**config.mk**
```make
export PLATFORM = sky130hd
export DESIGN_NAME = typed_decimal_integer_parser_top
export DESIGN_NICKNAME = d
export VERILOG_FILES = /design/src/tdip_pkg.sv /design/src/tdip_front.sv /design/src/tdip_queue.sv /design/src/tdip_back.sv /design/src/typed_decimal_integer_parser_top.sv
export SDC_FILE = /design/constraint.sdc
export NUM_CORES = 1
export LEC_CHECK = 0
export ABC_AREA = 0
export BUFFER_PORTS_ARGS = -buffer_cell sky130_fd_sc_hd__clkbuf_2
export CAP_MARGIN = 5
export CORE_ASPECT_RATIO = 1.25
export CORE_UTILIZATION = 55
export CTS_CLUSTER_SIZE = 10
export DETAILED_ROUTE_END_ITERATION = 8
export PLACE_DENSITY = 0.83
export SETUP_SLACK_MARGIN = 0.1
export SLEW_MARGIN = 20
export SYNTH_ARGS = -nofsm -noshare
export SYNTH_HDL_FRONTEND = slang
export SYNTH_SLANG_ARGS = --single-unit
```
**constraint.sdc**
```tcl
create_clock -name clk -period 19.85 [get_ports clk]
set_input_delay 1.985 -clock clk [delete_from_list [all_inputs] [get_ports clk]]
set_output_delay 1.985 -clock clk [all_outputs]
set_load 0.02 [all_outputs]
```
**src/tdip_pkg.sv**
```systemverilog
// Shared types, codes and constants for the typed decimal integer parser.
// Used by every module of the block; depends on nothing.
package tdip_pkg;

  // Character codes the parser looks at
  localparam logic [7:0] CH_ZERO       = 8'h30;
  localparam logic [7:0] CH_NINE       = 8'h39;
  localparam logic [7:0] CH_MINUS      = 8'h2D;
  localparam logic [7:0] CH_UNDERSCORE = 8'h5F;
  localparam logic [7:0] CH_LOWER_L    = 8'h6C;
  localparam logic [7:0] CH_UPPER_L    = 8'h4C;
  localparam logic [7:0] CH_LOWER_U    = 8'h75;
  localparam logic [7:0] CH_UPPER_U    = 8'h55;

  // Width select in kind bits 1:0
  localparam logic [1:0] WIDTH_64 = 2'd3;

  typedef enum logic [1:0] {
    PH_IDLE   = 2'd0,
    PH_START  = 2'd1,
    PH_SIGNED = 2'd2,
    PH_DIGITS = 2'd3
  } phase_t;

  typedef enum logic [2:0] {
    ST_OK      = 3'd0,
    ST_NODIGIT = 3'd1,
    ST_LARGE   = 3'd2,
    ST_SIGN    = 3'd3,
    ST_SUFFIX  = 3'd4
  } status_t;

  // Input request as it arrives on the port
  typedef struct packed {
    logic [7:0] char_code;
    logic       start_req;
    logic [2:0] opcode;
  } in_req_t;

  // Result request as it leaves the block
  typedef struct packed {
    logic [63:0] value;
    status_t     status;
    logic        char_consumed;
  } out_req_t;

  // Classified character, carried from the front to the back
  typedef struct packed {
    logic       start;
    logic [2:0] kind;
    logic       is_digit;
    logic [3:0] digit;
    logic       is_minus;
    logic       is_underscore;
    logic       is_suffix_l;
    logic       is_suffix_u;
  } item_t;

  // Queue status seen by the front and the top level
  typedef struct packed {
    logic full;
    logic empty;
  } q_stat_t;

  // Largest accumulator that may still take another digit
  function automatic logic [63:0] digit_limit(input logic [2:0] kind);
    logic [63:0] lim;
    begin
      case (kind)
        3'd0:    lim = 64'hB;
        3'd1:    lim = 64'hCCB;
        3'd2:    lim = 64'hCCCCCCB;
        3'd3:    lim = 64'h0CCC_CCCC_CCCC_CCCB;
        3'd4:    lim = 64'h18;
        3'd5:    lim = 64'h1998;
        3'd6:    lim = 64'h19999998;
        3'd7:    lim = 64'h1999_9999_9999_9998;
        default: lim = 64'h0;
      endcase
      return lim;
    end
  endfunction

endpackage

```
**src/tdip_front.sv**
```systemverilog
// Front of the parser: accepts input requests and classifies each character.
// Depends on tdip_pkg; feeds tdip_queue.
module tdip_front (
  input  logic             in_valid,
  input  tdip_pkg::in_req_t in_data,
  input  tdip_pkg::q_stat_t q_stat,
  output logic             in_stall,
  output logic             push,
  output tdip_pkg::item_t  push_item
);

  logic [7:0] ch;
  logic [7:0] ch_off;

  // Stall while the queue has no room
  assign in_stall = q_stat.full;
  assign push     = in_valid && !q_stat.full;

  // Classify the character
  always_comb begin
    ch     = in_data.char_code;
    ch_off = ch - tdip_pkg::CH_ZERO;
    push_item.start         = in_data.start_req;
    push_item.kind          = in_data.opcode;
    push_item.is_digit      = (ch >= tdip_pkg::CH_ZERO) && (ch <= tdip_pkg::CH_NINE);
    push_item.digit         = ch_off[3:0];
    push_item.is_minus      = (ch == tdip_pkg::CH_MINUS);
    push_item.is_underscore = (ch == tdip_pkg::CH_UNDERSCORE);
    push_item.is_suffix_l   = (ch == tdip_pkg::CH_LOWER_L) || (ch == tdip_pkg::CH_UPPER_L);
    push_item.is_suffix_u   = (ch == tdip_pkg::CH_LOWER_U) || (ch == tdip_pkg::CH_UPPER_U);
  end

endmodule

```
**src/tdip_queue.sv**
```systemverilog
// Two-entry queue of classified characters between front and back.
// Depends on tdip_pkg.
module tdip_queue (
  input  logic              clk,
  input  logic              rst_n,
  input  logic              push,
  input  tdip_pkg::item_t   push_item,
  input  logic              pop,
  output tdip_pkg::item_t   pop_item,
  output tdip_pkg::q_stat_t q_stat
);

  tdip_pkg::item_t mem_r [2];
  logic       wr_ptr_r, wr_ptr_nxt;
  logic       rd_ptr_r, rd_ptr_nxt;
  logic [1:0] count_r, count_nxt;

  assign pop_item     = mem_r[rd_ptr_r];
  assign q_stat.full  = (count_r == 2'd2);
  assign q_stat.empty = (count_r == 2'd0);

  // Advance pointers and count
  always_comb begin
    wr_ptr_nxt = push ? ~wr_ptr_r : wr_ptr_r;
    rd_ptr_nxt = pop ? ~rd_ptr_r : rd_ptr_r;
    count_nxt  = count_r;
    if (push && !pop) begin
      count_nxt = count_r + 2'd1;
    end else if (pop && !push) begin
      count_nxt = count_r - 2'd1;
    end
  end

  always_ff @(posedge clk) begin
    if (!rst_n) begin
      wr_ptr_r <= 1'b0;
      rd_ptr_r <= 1'b0;
      count_r  <= 2'd0;
    end else begin
      wr_ptr_r <= wr_ptr_nxt;
      rd_ptr_r <= rd_ptr_nxt;
      count_r  <= count_nxt;
    end
  end

  // Write storage
  always_ff @(posedge clk) begin
    if (push) begin
      mem_r[wr_ptr_r] <= push_item;
    end
  end

endmodule

```
**src/tdip_back.sv**
```systemverilog
// Back of the parser: literal state machine, accumulator and result register.
// Depends on tdip_pkg; drains tdip_queue.
module tdip_back (
  input  logic               clk,
  input  logic               rst_n,
  input  logic               q_empty,
  input  tdip_pkg::item_t    item,
  output logic               pop,
  output logic               out_valid,
  input  logic               out_stall,
  output tdip_pkg::out_req_t out_data
);

  tdip_pkg::phase_t   phase_r, phase_nxt, phase_eff;
  logic [63:0]        acc_r, acc_nxt, acc_eff, acc_mul, lim;
  logic               neg_r, neg_nxt, neg_eff;
  logic [2:0]         kind_r, kind_nxt, kind_eff;
  logic               au_r, au_nxt, au_eff;
  logic               out_valid_r, out_valid_nxt;
  tdip_pkg::out_req_t out_data_r, out_data_nxt;
  logic               emit;
  tdip_pkg::out_req_t res;
  logic [63:0]        final_val;
  logic               is_unsigned, is_wide, over, suffix_ok;

  assign out_valid = out_valid_r;
  assign out_data  = out_data_r;

  // Take one character whenever the result slot is free or draining
  assign pop = !q_empty && (!out_valid_r || !out_stall);

  // Next state and result
  always_comb begin
    // A start restarts the literal with this character
    phase_eff = item.start ? tdip_pkg::PH_START : phase_r;
    acc_eff   = item.start ? 64'd0 : acc_r;
    neg_eff   = item.start ? 1'b0 : neg_r;
    kind_eff  = item.start ? item.kind : kind_r;
    au_eff    = item.start ? 1'b0 : au_r;

    is_unsigned = kind_eff[2];
    is_wide     = (kind_eff[1:0] == tdip_pkg::WIDTH_64);
    lim         = tdip_pkg::digit_limit(kind_eff);
    over        = (acc_eff > lim);
    acc_mul     = {acc_eff[60:0], 3'b000} + {acc_eff[62:0], 1'b0} + {60'd0, item.digit};
    final_val   = (!is_unsigned && neg_eff) ? (64'd0 - acc_eff) : acc_eff;
    suffix_ok   = is_unsigned ? item.is_suffix_u : item.is_suffix_l;

    phase_nxt = phase_eff;
    acc_nxt   = acc_eff;
    neg_nxt   = neg_eff;
    kind_nxt  = kind_eff;
    au_nxt    = au_eff;
    emit      = 1'b0;
    res.value         = 64'd0;
    res.status        = tdip_pkg::ST_OK;
    res.char_consumed = 1'b0;

    case (phase_eff)
      tdip_pkg::PH_START, tdip_pkg::PH_SIGNED: begin
        if (phase_eff == tdip_pkg::PH_START && item.is_minus) begin
          if (is_unsigned) begin
            emit       = 1'b1;
            res.status = tdip_pkg::ST_SIGN;
          end else begin
            neg_nxt   = 1'b1;
            phase_nxt = tdip_pkg::PH_SIGNED;
          end
        end else if (!item.is_digit) begin
          emit       = 1'b1;
          res.status = tdip_pkg::ST_NODIGIT;
        end else if (over) begin
          emit       = 1'b1;
          res.status = tdip_pkg::ST_LARGE;
        end else begin
          acc_nxt   = acc_mul;
          au_nxt    = 1'b0;
          phase_nxt = tdip_pkg::PH_DIGITS;
        end
      end
      tdip_pkg::PH_DIGITS: begin
        if (item.is_digit) begin
          if (over) begin
            emit       = 1'b1;
            res.status = tdip_pkg::ST_LARGE;
          end else begin
            acc_nxt = acc_mul;
            au_nxt  = 1'b0;
          end
        end else if (is_wide) begin
          if (item.is_underscore && !au_eff) begin
            au_nxt = 1'b1;
          end else if (suffix_ok) begin
            emit              = 1'b1;
            res.value         = final_val;
            res.char_consumed = 1'b1;
          end else begin
            emit       = 1'b1;
            res.status = tdip_pkg::ST_SUFFIX;
          end
        end else begin
          emit      = 1'b1;
          res.value = final_val;
        end
      end
      default: begin
        // Idle without a start: drop the character
      end
    endcase

    // A result ends the literal
    if (emit) begin
      phase_nxt = tdip_pkg::PH_IDLE;
      au_nxt    = 1'b0;
    end

    // Hold the result until taken
    out_valid_nxt = out_valid_r;
    out_data_nxt  = out_data_r;
    if (pop && emit) begin
      out_valid_nxt = 1'b1;
      out_data_nxt  = res;
    end else if (out_valid_r && !out_stall) begin
      out_valid_nxt = 1'b0;
    end
  end

  always_ff @(posedge clk) begin
    if (!rst_n) begin
      phase_r     <= tdip_pkg::PH_IDLE;
      acc_r       <= 64'd0;
      neg_r       <= 1'b0;
      kind_r      <= 3'd0;
      au_r        <= 1'b0;
      out_valid_r <= 1'b0;
    end else begin
      if (pop) begin
        phase_r <= phase_nxt;
        acc_r   <= acc_nxt;
        neg_r   <= neg_nxt;
        kind_r  <= kind_nxt;
        au_r    <= au_nxt;
      end
      out_valid_r <= out_valid_nxt;
    end
  end

  always_ff @(posedge clk) begin
    out_data_r <= out_data_nxt;
  end

endmodule

```
**src/typed_decimal_integer_parser_top.sv**
```systemverilog
// Top level of the typed decimal integer parser.
// Depends on tdip_pkg, tdip_front, tdip_queue and tdip_back.
//
// The parser takes one character per cycle while in_stall is low and, at the
// end of each literal, gives one result request (value, status, whether the
// ending character was consumed). Sustained throughput is one character per
// clock while neither side stalls: the back end updates the accumulator
// (times ten plus digit, limit compare) combinationally. A character reaches
// the back end through a two-entry queue, and a result passes the queue entry
// and then the result register. While the result register is stalled the
// queue absorbs two more characters before in_stall rises.
module typed_decimal_integer_parser_top (
  input  logic               clk,
  input  logic               rst_n,
  input  logic               in_valid,
  output logic               in_stall,
  input  tdip_pkg::in_req_t  in_data,
  output logic               out_valid,
  input  logic               out_stall,
  output tdip_pkg::out_req_t out_data
);

  logic              push;
  logic              pop;
  tdip_pkg::item_t   push_item;
  tdip_pkg::item_t   pop_item;
  tdip_pkg::q_stat_t q_stat;

  tdip_front u_front (
    .in_valid  (in_valid),
    .in_data   (in_data),
    .q_stat    (q_stat),
    .in_stall  (in_stall),
    .push      (push),
    .push_item (push_item)
  );

  tdip_queue u_queue (
    .clk       (clk),
    .rst_n     (rst_n),
    .push      (push),
    .push_item (push_item),
    .pop       (pop),
    .pop_item  (pop_item),
    .q_stat    (q_stat)
  );

  tdip_back u_back (
    .clk       (clk),
    .rst_n     (rst_n),
    .q_empty   (q_stat.empty),
    .item      (pop_item),
    .pop       (pop),
    .out_valid (out_valid),
    .out_stall (out_stall),
    .out_data  (out_data)
  );

  // A request accepted into an empty queue is visible next cycle
  a_push_lands: assert property (@(posedge clk) disable iff (!rst_n)
    (push && q_stat.empty) |=> !q_stat.empty)
    else $error("queue lost an accepted request");

  // Only a successful wide literal consumes its ending character
  a_consume_ok: assert property (@(posedge clk) disable iff (!rst_n)
    (out_valid && out_data.char_consumed) |-> (out_data.status == tdip_pkg::ST_OK))
    else $error("consumed character on a failed literal");

  // Error results carry a zero value
  a_err_zero: assert property (@(posedge clk) disable iff (!rst_n)
    (out_valid && out_data.status != tdip_pkg::ST_OK) |-> (out_data.value == 64'd0))
    else $error("error result with nonzero value");

  // Back end never pops an empty queue
  a_pop_nonempty: assert property (@(posedge clk) disable iff (!rst_n)
    pop |-> !q_stat.empty)
    else $error("pop from empty queue");

endmodule

```
After elaboration in Yosys (flattened, before gate mapping)
Memory sizes are Yosys's and may differ from the RTL's. A register that Yosys moved wholly into a read port is not among the register bits.
Cells that the tools add are included.
{ "word_totals": {"ff_bits": 144, "latch_bits": 0, "ramBits": 26, "mem_bits_ro": 360, "in_bits": 16, "out_inout_bits": 70, "memories": 2} }
{ "classes": {"addsub": 6, "mul": 0, "n_div": 0, "order_cmp": 3, "eq_ne": 11, "shifts": 0, "n_mux": 56, "bitwise_logic": 4, "reduce_logical": 27} }
{ "mem_list": {"columns": ["name", "words", "width", "rd", "rd_ports_with_merged_regs", "write_ports", "line_no", "source"], "rows": [
  ["(name not given)", 8, 45, 1, 0, 0, "tdip_pkg.sv:69", "case (kind)"],
  ["u_queue.mem_r", 2, 13, 1, 1, 1, "tdip_queue.sv:13", "tdip_pkg::item_t mem_r [2];"]
]} }
{ "ops": {"columns": ["operator", "count"], "rows": [
  ["64-bit two-way mux", 7],
  ["64-bit case mux with 2 select lines", 1],
  ["68-bit two-way mux", 1],
  ["64-bit by 4-bit adder with 64-bit output", 1],
  ["64-bit adder", 1],
  ["64-bit > comparator", 1],
  ["1-bit by 64-bit subtractor with 64-bit output, first input constant", 1],
  ["8-bit by 7-bit == test with 1-bit output, second input constant", 5],
  ["1-bit two-way mux", 27],
  ["2-bit two-way mux", 11],
  ["3-bit two-way mux", 5],
  ["1-bit logical AND", 10],
  ["2-bit == test, second input constant", 4],
  ["8-bit by 6-bit == test with 1-bit output, second input constant", 1],
  ["8-bit by 6-bit >= comparator with 1-bit output, second input constant", 1],
  ["8-bit by 6-bit less-or-equal comparator with 1-bit output, second input constant", 1],
  ["1-bit logical NOT", 8],
  ["3-bit case mux with 2 select lines", 1],
  ["4-bit two-way mux", 1],
  ["1-bit inverter", 4],
  ["1-bit case mux with 2 select lines", 2],
  ["2-bit nonzero test", 2],
  ["2-bit OR reduction", 2],
  ["4-bit OR reduction", 1],
  ["other kinds (6)", 8]
]} }

Logic depth before layout (Yosys ltp)
{ "logic_depth": {"ltp_word": 9, "mapped_depth": 22} }

Hierarchy
A second synthesis with hierarchy kept.
{ "unflattened": {"hier_cells": 1765, "hier_area_um2": 14870.5} }
{ "by_module_without_submodules": {"columns": ["mod", "instances", "cells_per_inst", "area_per_inst_um2", "seq_area_each_um2"], "rows": [
  ["tdip_back", 1, 1680, 13548.0, 3483.3],
  ["tdip_queue", 1, 62, 1151.1, 880.8],
  ["tdip_front", 1, 23, 171.4, 0.0]
]} }

Worst setup path after synthesis
OpenSTA, ideal clock, no wires.
{ "synth_path": {"path_kind": "reg2reg", "start": "register (tool-made name)", "end": "register u_back.out_data_r (netlist bit u_back.out_data[0]) (enable)", "setup_ns": 0.422, "arrival_ns": 5.822, "t_required_ns": 19.428, "path_slack_ns": 13.606, "stages_incl_launch_ff": 21, "period_less_slack_ns": 6.244, "cell_sequence": "dfxtp_1 > buf_4 > mux2i_1 > buf_2 > buf_1 > clkbuf_1 > clkbuf_1 > clkbuf_1 > clkbuf_1 > and2_1 > ha_1 > and3_1 > nand2_1 > or4_1 > nor2_1 > a222oi_1 > a31oi_2 > o21ai_1 > o211ai_1 > nand2_1 > inv_1"} }
{ "synth_lines": {"columns": ["item", "line_no", "source"], "rows": [
  ["end signal, assigned", "tdip_back.sv:149", "out_data_r <= out_data_nxt;"],
  ["end, declared", "tdip_back.sv:20", "tdip_pkg::out_req_t out_data_r, out_data_nxt;"]
]} }

==> summary by stage <==
Worst setup path
The required time at the endpoint of the critical path is 19.91 ns. For the worst flop-to-flop path, the logic depth is 19. The largest fanout on the critical path is 68.

The startpoint type of the worst setup path is a register. STA classifies the critical path endpoint as a register. In this run the critical register-to-register path is captured at u_back.out_data[57]$_SDFFCE_PP0P_. Setup slack on the worst reg-to-reg path comes out at 12.59 ns. The signal arrival time at the worst endpoint is 7.32 ns. The critical path start-end classification is reg -> reg.

Power and ir drop
The switching part of the total power is 0.4610. Of the total power, combinational logic draws 0.472. The power density over the cells is 97.59 nW/um2. The net load switching power is 0.7109 mW. The fraction of power consumed by the clock network is 0.222. The internal portion of total power is 0.8312 mW.

The cell leakage power is 6.761 nW. VDD sags by at most 0.07773 mV. The proportion of power drawn by flip-flops and latches is 0.306.

Placement
The number of buffers inserted by port buffering is 85. After legalization and detailed placement, the total HPWL measured 35950 um. The final RePlAce weighted congestion is 1.021.

Clock network
Clock tree synthesis found a total of 171 sinks. The clock tree root driver cell is sky130_fd_sc_hd__clkbuf_16. TritonCTS built the clock tree. The post-CTS resize count is 0. In this run the deepest clock path goes through 2 buffers. The hold buffer count at CTS is 0. TritonCTS created 17 clock buffers. In this run the post-CTS setup repair buffer count came out at 0.

The H-tree was split into 4 levels. The clock transition at the registers of the reported paths is 0.07 ns. The source-to-sink clock delay at the later pin of the worst-skew pair is 0.44 ns.

STA
Setup repair after global routing left no endpoint under its margin. The final critical delay including setup and external delays is 7.257 ns. The final hold violation count came to 0. Of the available clock period, the critical path in the final layout requires 0.3656. The post-route clock skew is 0.01189 ns. Adding up every negative setup slack in the final design gives 0 ns. Setup violations remaining at the end of the flow were counted as 0. The transition time at the pin with the least slew margin is 1.074 ns. The count of pins over their slew limit came to 0. The fmax is 137.8 MHz. The worst slew margin relative to its limit is 0.2763.

Synthesis
After synthesis the netlist holds a flip-flop and latch count of 171. For this run, the register share of the synthesized area comes to 0.2989. The netlist area before placement is 14600 um2. Each instance of the synthesized netlist takes up on average 8.319 um2.

Of the post-synthesis cell area, the dominant cell type holds 0.1933. Yosys mapped a number of flops with a built-in enable equal to 94. The number of warnings reported in the yosys synthesis log is 0. Synthesis produced a netlist whose cell count is 1755. sky130_fd_sc_hd__edfxtp_1 takes more of the synthesized area than any other cell.

The most common flop cell mapped by yosys is sky130_fd_sc_hd__edfxtp_1. The share of synthesized registers carrying an async set or reset is 0. When the netlist entered floorplanning its net count stood at 1943. By area the synthesized netlist is led by sky130_fd_sc_hd__edfxtp_1 19%, sky130_fd_sc_hd__ha_1 15%, sky130_fd_sc_hd__dfxtp_1 11%, sky130_fd_sc_hd__nor2_1 5.0%, sky130_fd_sc_hd__a21oi_1 4.6%. The number of distinct library cells after synthesis is 84.

Run
The reported max-cap violation count is 0.

Global route
Global routing finished with a remaining overflow of 0. The pin count of the biggest net entering global routing is 88. The number of antenna violations at the first check in global routing is 0. Across every metal layer, demand over resource in global routing totals 0.3445. The first global-routing pass estimated 72380 um of wire. The via count of the first global-routing pass is 13015.

Worst hold path
The path with the worst hold slack has its endpoint at u_back.acc_r[30]$_SDFFE_PN0P_. The cell depth of the worst min-delay path is 2. The path category of the worst min-delay check is reg -> reg.

The startpoint identified for the worst hold timing path is u_back.acc_r[30]$_SDFFE_PN0P_.

Floorplan
The die covers 27210 um2. From left edge to right edge, the die measures 147.7 um. The starting utilization of the core area is 0.5613. The area inside the core boundary is 26010 um2. The total number of placement rows is 66. The die is 184.2 um tall. Pin placement for this block handled 86 I/O pins.

Route
The DRC violations left is 0. The total wire length after detailed routing is 47180 um. For this run, the detailed router's first-pass iteration total came to 6. The violation count after the first detailed-routing iteration is 1834.

The wire length per cell is 22.14 um. Across all layers, the routed design uses 14265 vias. The remaining number of nets flagged by the antenna check after routing is 0. The per-cell via count in the routed design is 6.694.

Final layout
In the layout the commonest cells are 192 x sky130_fd_sc_hd__nor2_1, 173 x sky130_fd_sc_hd__nand2_1, 171 x sky130_fd_sc_hd__ha_1. The area growth from synthesis to layout is 8.236%. 0 antenna diodes ended up in the layout. Measured on the finished design, the core utilization comes to 0.6075. Leaving out fill and tap cells, the most frequent cell in the layout is sky130_fd_sc_hd__nor2_1. The number of nets in the finished design is 1966. The share of post-route cells with drive strength above 1 is 0.08766.

Run status
The flow ran to the end, and the final reports show no timing, DRC or antenna violations.
critical path: stages (launching register included):
cell and delay, ns:
sky130_fd_sc_hd__dfxtp_1 0.85, sky130_fd_sc_hd__mux2_2 0.29, sky130_fd_sc_hd__buf_4 0.52, sky130_fd_sc_hd__o21a_1 0.22, sky130_fd_sc_hd__inv_1 0.12, sky130_fd_sc_hd__nor2_1 0.32, sky130_fd_sc_hd__nand2_1 0.34, sky130_fd_sc_hd__ha_1 0.43
sky130_fd_sc_hd__nand4_1 0.15, sky130_fd_sc_hd__nor4_1 0.54, sky130_fd_sc_hd__nand4b_1 0.23, sky130_fd_sc_hd__nor2_1 0.14, sky130_fd_sc_hd__a222oi_1 0.14, sky130_fd_sc_hd__a31oi_4 0.82, sky130_fd_sc_hd__buf_4 0.43, sky130_fd_sc_hd__o21ai_1 0.13
sky130_fd_sc_hd__o211ai_1 0.25, sky130_fd_sc_hd__nand2_1 0.14, sky130_fd_sc_hd__inv_2 0.08, sky130_fd_sc_hd__buf_4 0.66
cell usage after synthesis (9+ instances only):
cell type and count:
sky130_fd_sc_hd__or4_1 9, sky130_fd_sc_hd__o21a_1 16, sky130_fd_sc_hd__ha_1 171, sky130_fd_sc_hd__and2_1 52
sky130_fd_sc_hd__edfxtp_1 94, sky130_fd_sc_hd__mux2i_1 9, sky130_fd_sc_hd__nand3_1 36, sky130_fd_sc_hd__o21ai_0 130
sky130_fd_sc_hd__xor2_1 46, sky130_fd_sc_hd__dfxtp_1 77, sky130_fd_sc_hd__a21o_1 32, sky130_fd_sc_hd__nor2_1 193
sky130_fd_sc_hd__a22oi_1 9, sky130_fd_sc_hd__o21bai_1 10, sky130_fd_sc_hd__inv_1 49, sky130_fd_sc_hd__nor2b_1 11
sky130_fd_sc_hd__nor4_1 17, sky130_fd_sc_hd__a211oi_1 15, sky130_fd_sc_hd__and3_1 15, sky130_fd_sc_hd__o22ai_1 9
sky130_fd_sc_hd__a21oi_1 135, sky130_fd_sc_hd__o31ai_1 48, sky130_fd_sc_hd__xnor2_1 72, sky130_fd_sc_hd__a31oi_1 17
sky130_fd_sc_hd__nand2b_1 14, sky130_fd_sc_hd__clkbuf_1 86, sky130_fd_sc_hd__o211ai_1 12, sky130_fd_sc_hd__nor3_1 23
sky130_fd_sc_hd__nand2_1 173, sky130_fd_sc_hd__nand4_1 29
per-stage QoR:
stage / worst slack (ns) / hold WS (ns) / cell area (um2) / total power [mW] / cells
5_1_grt: 11.93 / 0.4909 / 15800 / 1.607 / 2131
6_report: 12.59 / 0.4715 / 15800 / 1.542 / 2131
4_1_cts: 12.67 / 0.4687 / 15800 / 1.517 / 2131
3_3_place_gp: 12.98 / 0.4449 / 15220 / 1.163 / 2099
3_5_place_dp: 12.71 / 0.4592 / 15220 / 1.180 / 2099
2_1_floorplan: 13.61 / 0.4294 / 14600 / 0.9718 / 1755
worst max path at each step:
| stage | depth (start not counted) | slack [ns] | end |
|---|---|---|---|
| 2_1_floorplan | 20 | 13.61 | u_back.out_data[0]$_SDFFCE_PP0P_ |
| 3_3_place_gp | 19 | 12.98 | u_back.out_data[11]$_SDFFCE_PP0P_ |
| 3_5_place_dp | 20 | 12.71 | u_back.out_data[12]$_SDFFCE_PP0P_ |
| 4_1_cts | 20 | 12.67 | u_back.out_data[42]$_SDFFCE_PP0P_ |
| 5_1_grt | 20 | 11.93 | u_back.out_data[58]$_SDFFCE_PP0P_ |
| 6_report | 19 | 12.59 | u_back.out_data[57]$_SDFFCE_PP0P_ |
area by class of cell:
class / instances / area [um2]
Timing Repair Buffer: 98 / 523.0
Clock buffer: 19 / 432.9
Inverter: 51 / 191.4
Multi-Input combinational cell: 1439 / 9721
Clock inverter: 13 / 145.1
Sequential cell: 171 / 4364
Tap cell: 340 / 425.4
Fill cell: 2304 / 10210
cells by family (layout without fill, tap and decap cells):
family,after synthesis,count (layout),share of synthesized area
buf+inv,145,181,0.03771
fa+ha+maj,172,172,0.1479
xor+xnor,118,118,0.07079
flops,171,171,0.2989
compound gates,524,524,0.2336
simple gates,608,608,0.1980
mux,17,17,0.01311
power groups by stage:
stage	registers [mW]	logic (mW)	clock network, mW
floorplan	0.497	0.475	0
global placement	0.476	0.687	0
CTS	0.471	0.705	0.340
detailed placement	0.479	0.701	0
global route	0.477	0.777	0.353
finish	0.472	0.728	0.342
layer usage:
layer,GRT usage,share of wire
met5,0,0
met4,0.1596,0.045
met3,0.06856,0.11
met2,0.5447,0.44
met1,0.4517,0.41
sequential cells by signal, summed over array words and instances (netlist names), named ones only:
signal	count
u_back.out_data	68
u_queue.mem_r	26
u_back.neg_r	1
u_queue.rd_ptr_r	1
u_back.phase_r	2
u_back.acc_r	64
u_back.out_valid	1
u_queue.wr_ptr_r	1
u_back.au_r	1
u_queue.count_r	2
u_back.kind_r	3
No activity file was read; power rests on OpenSTA's default activity.
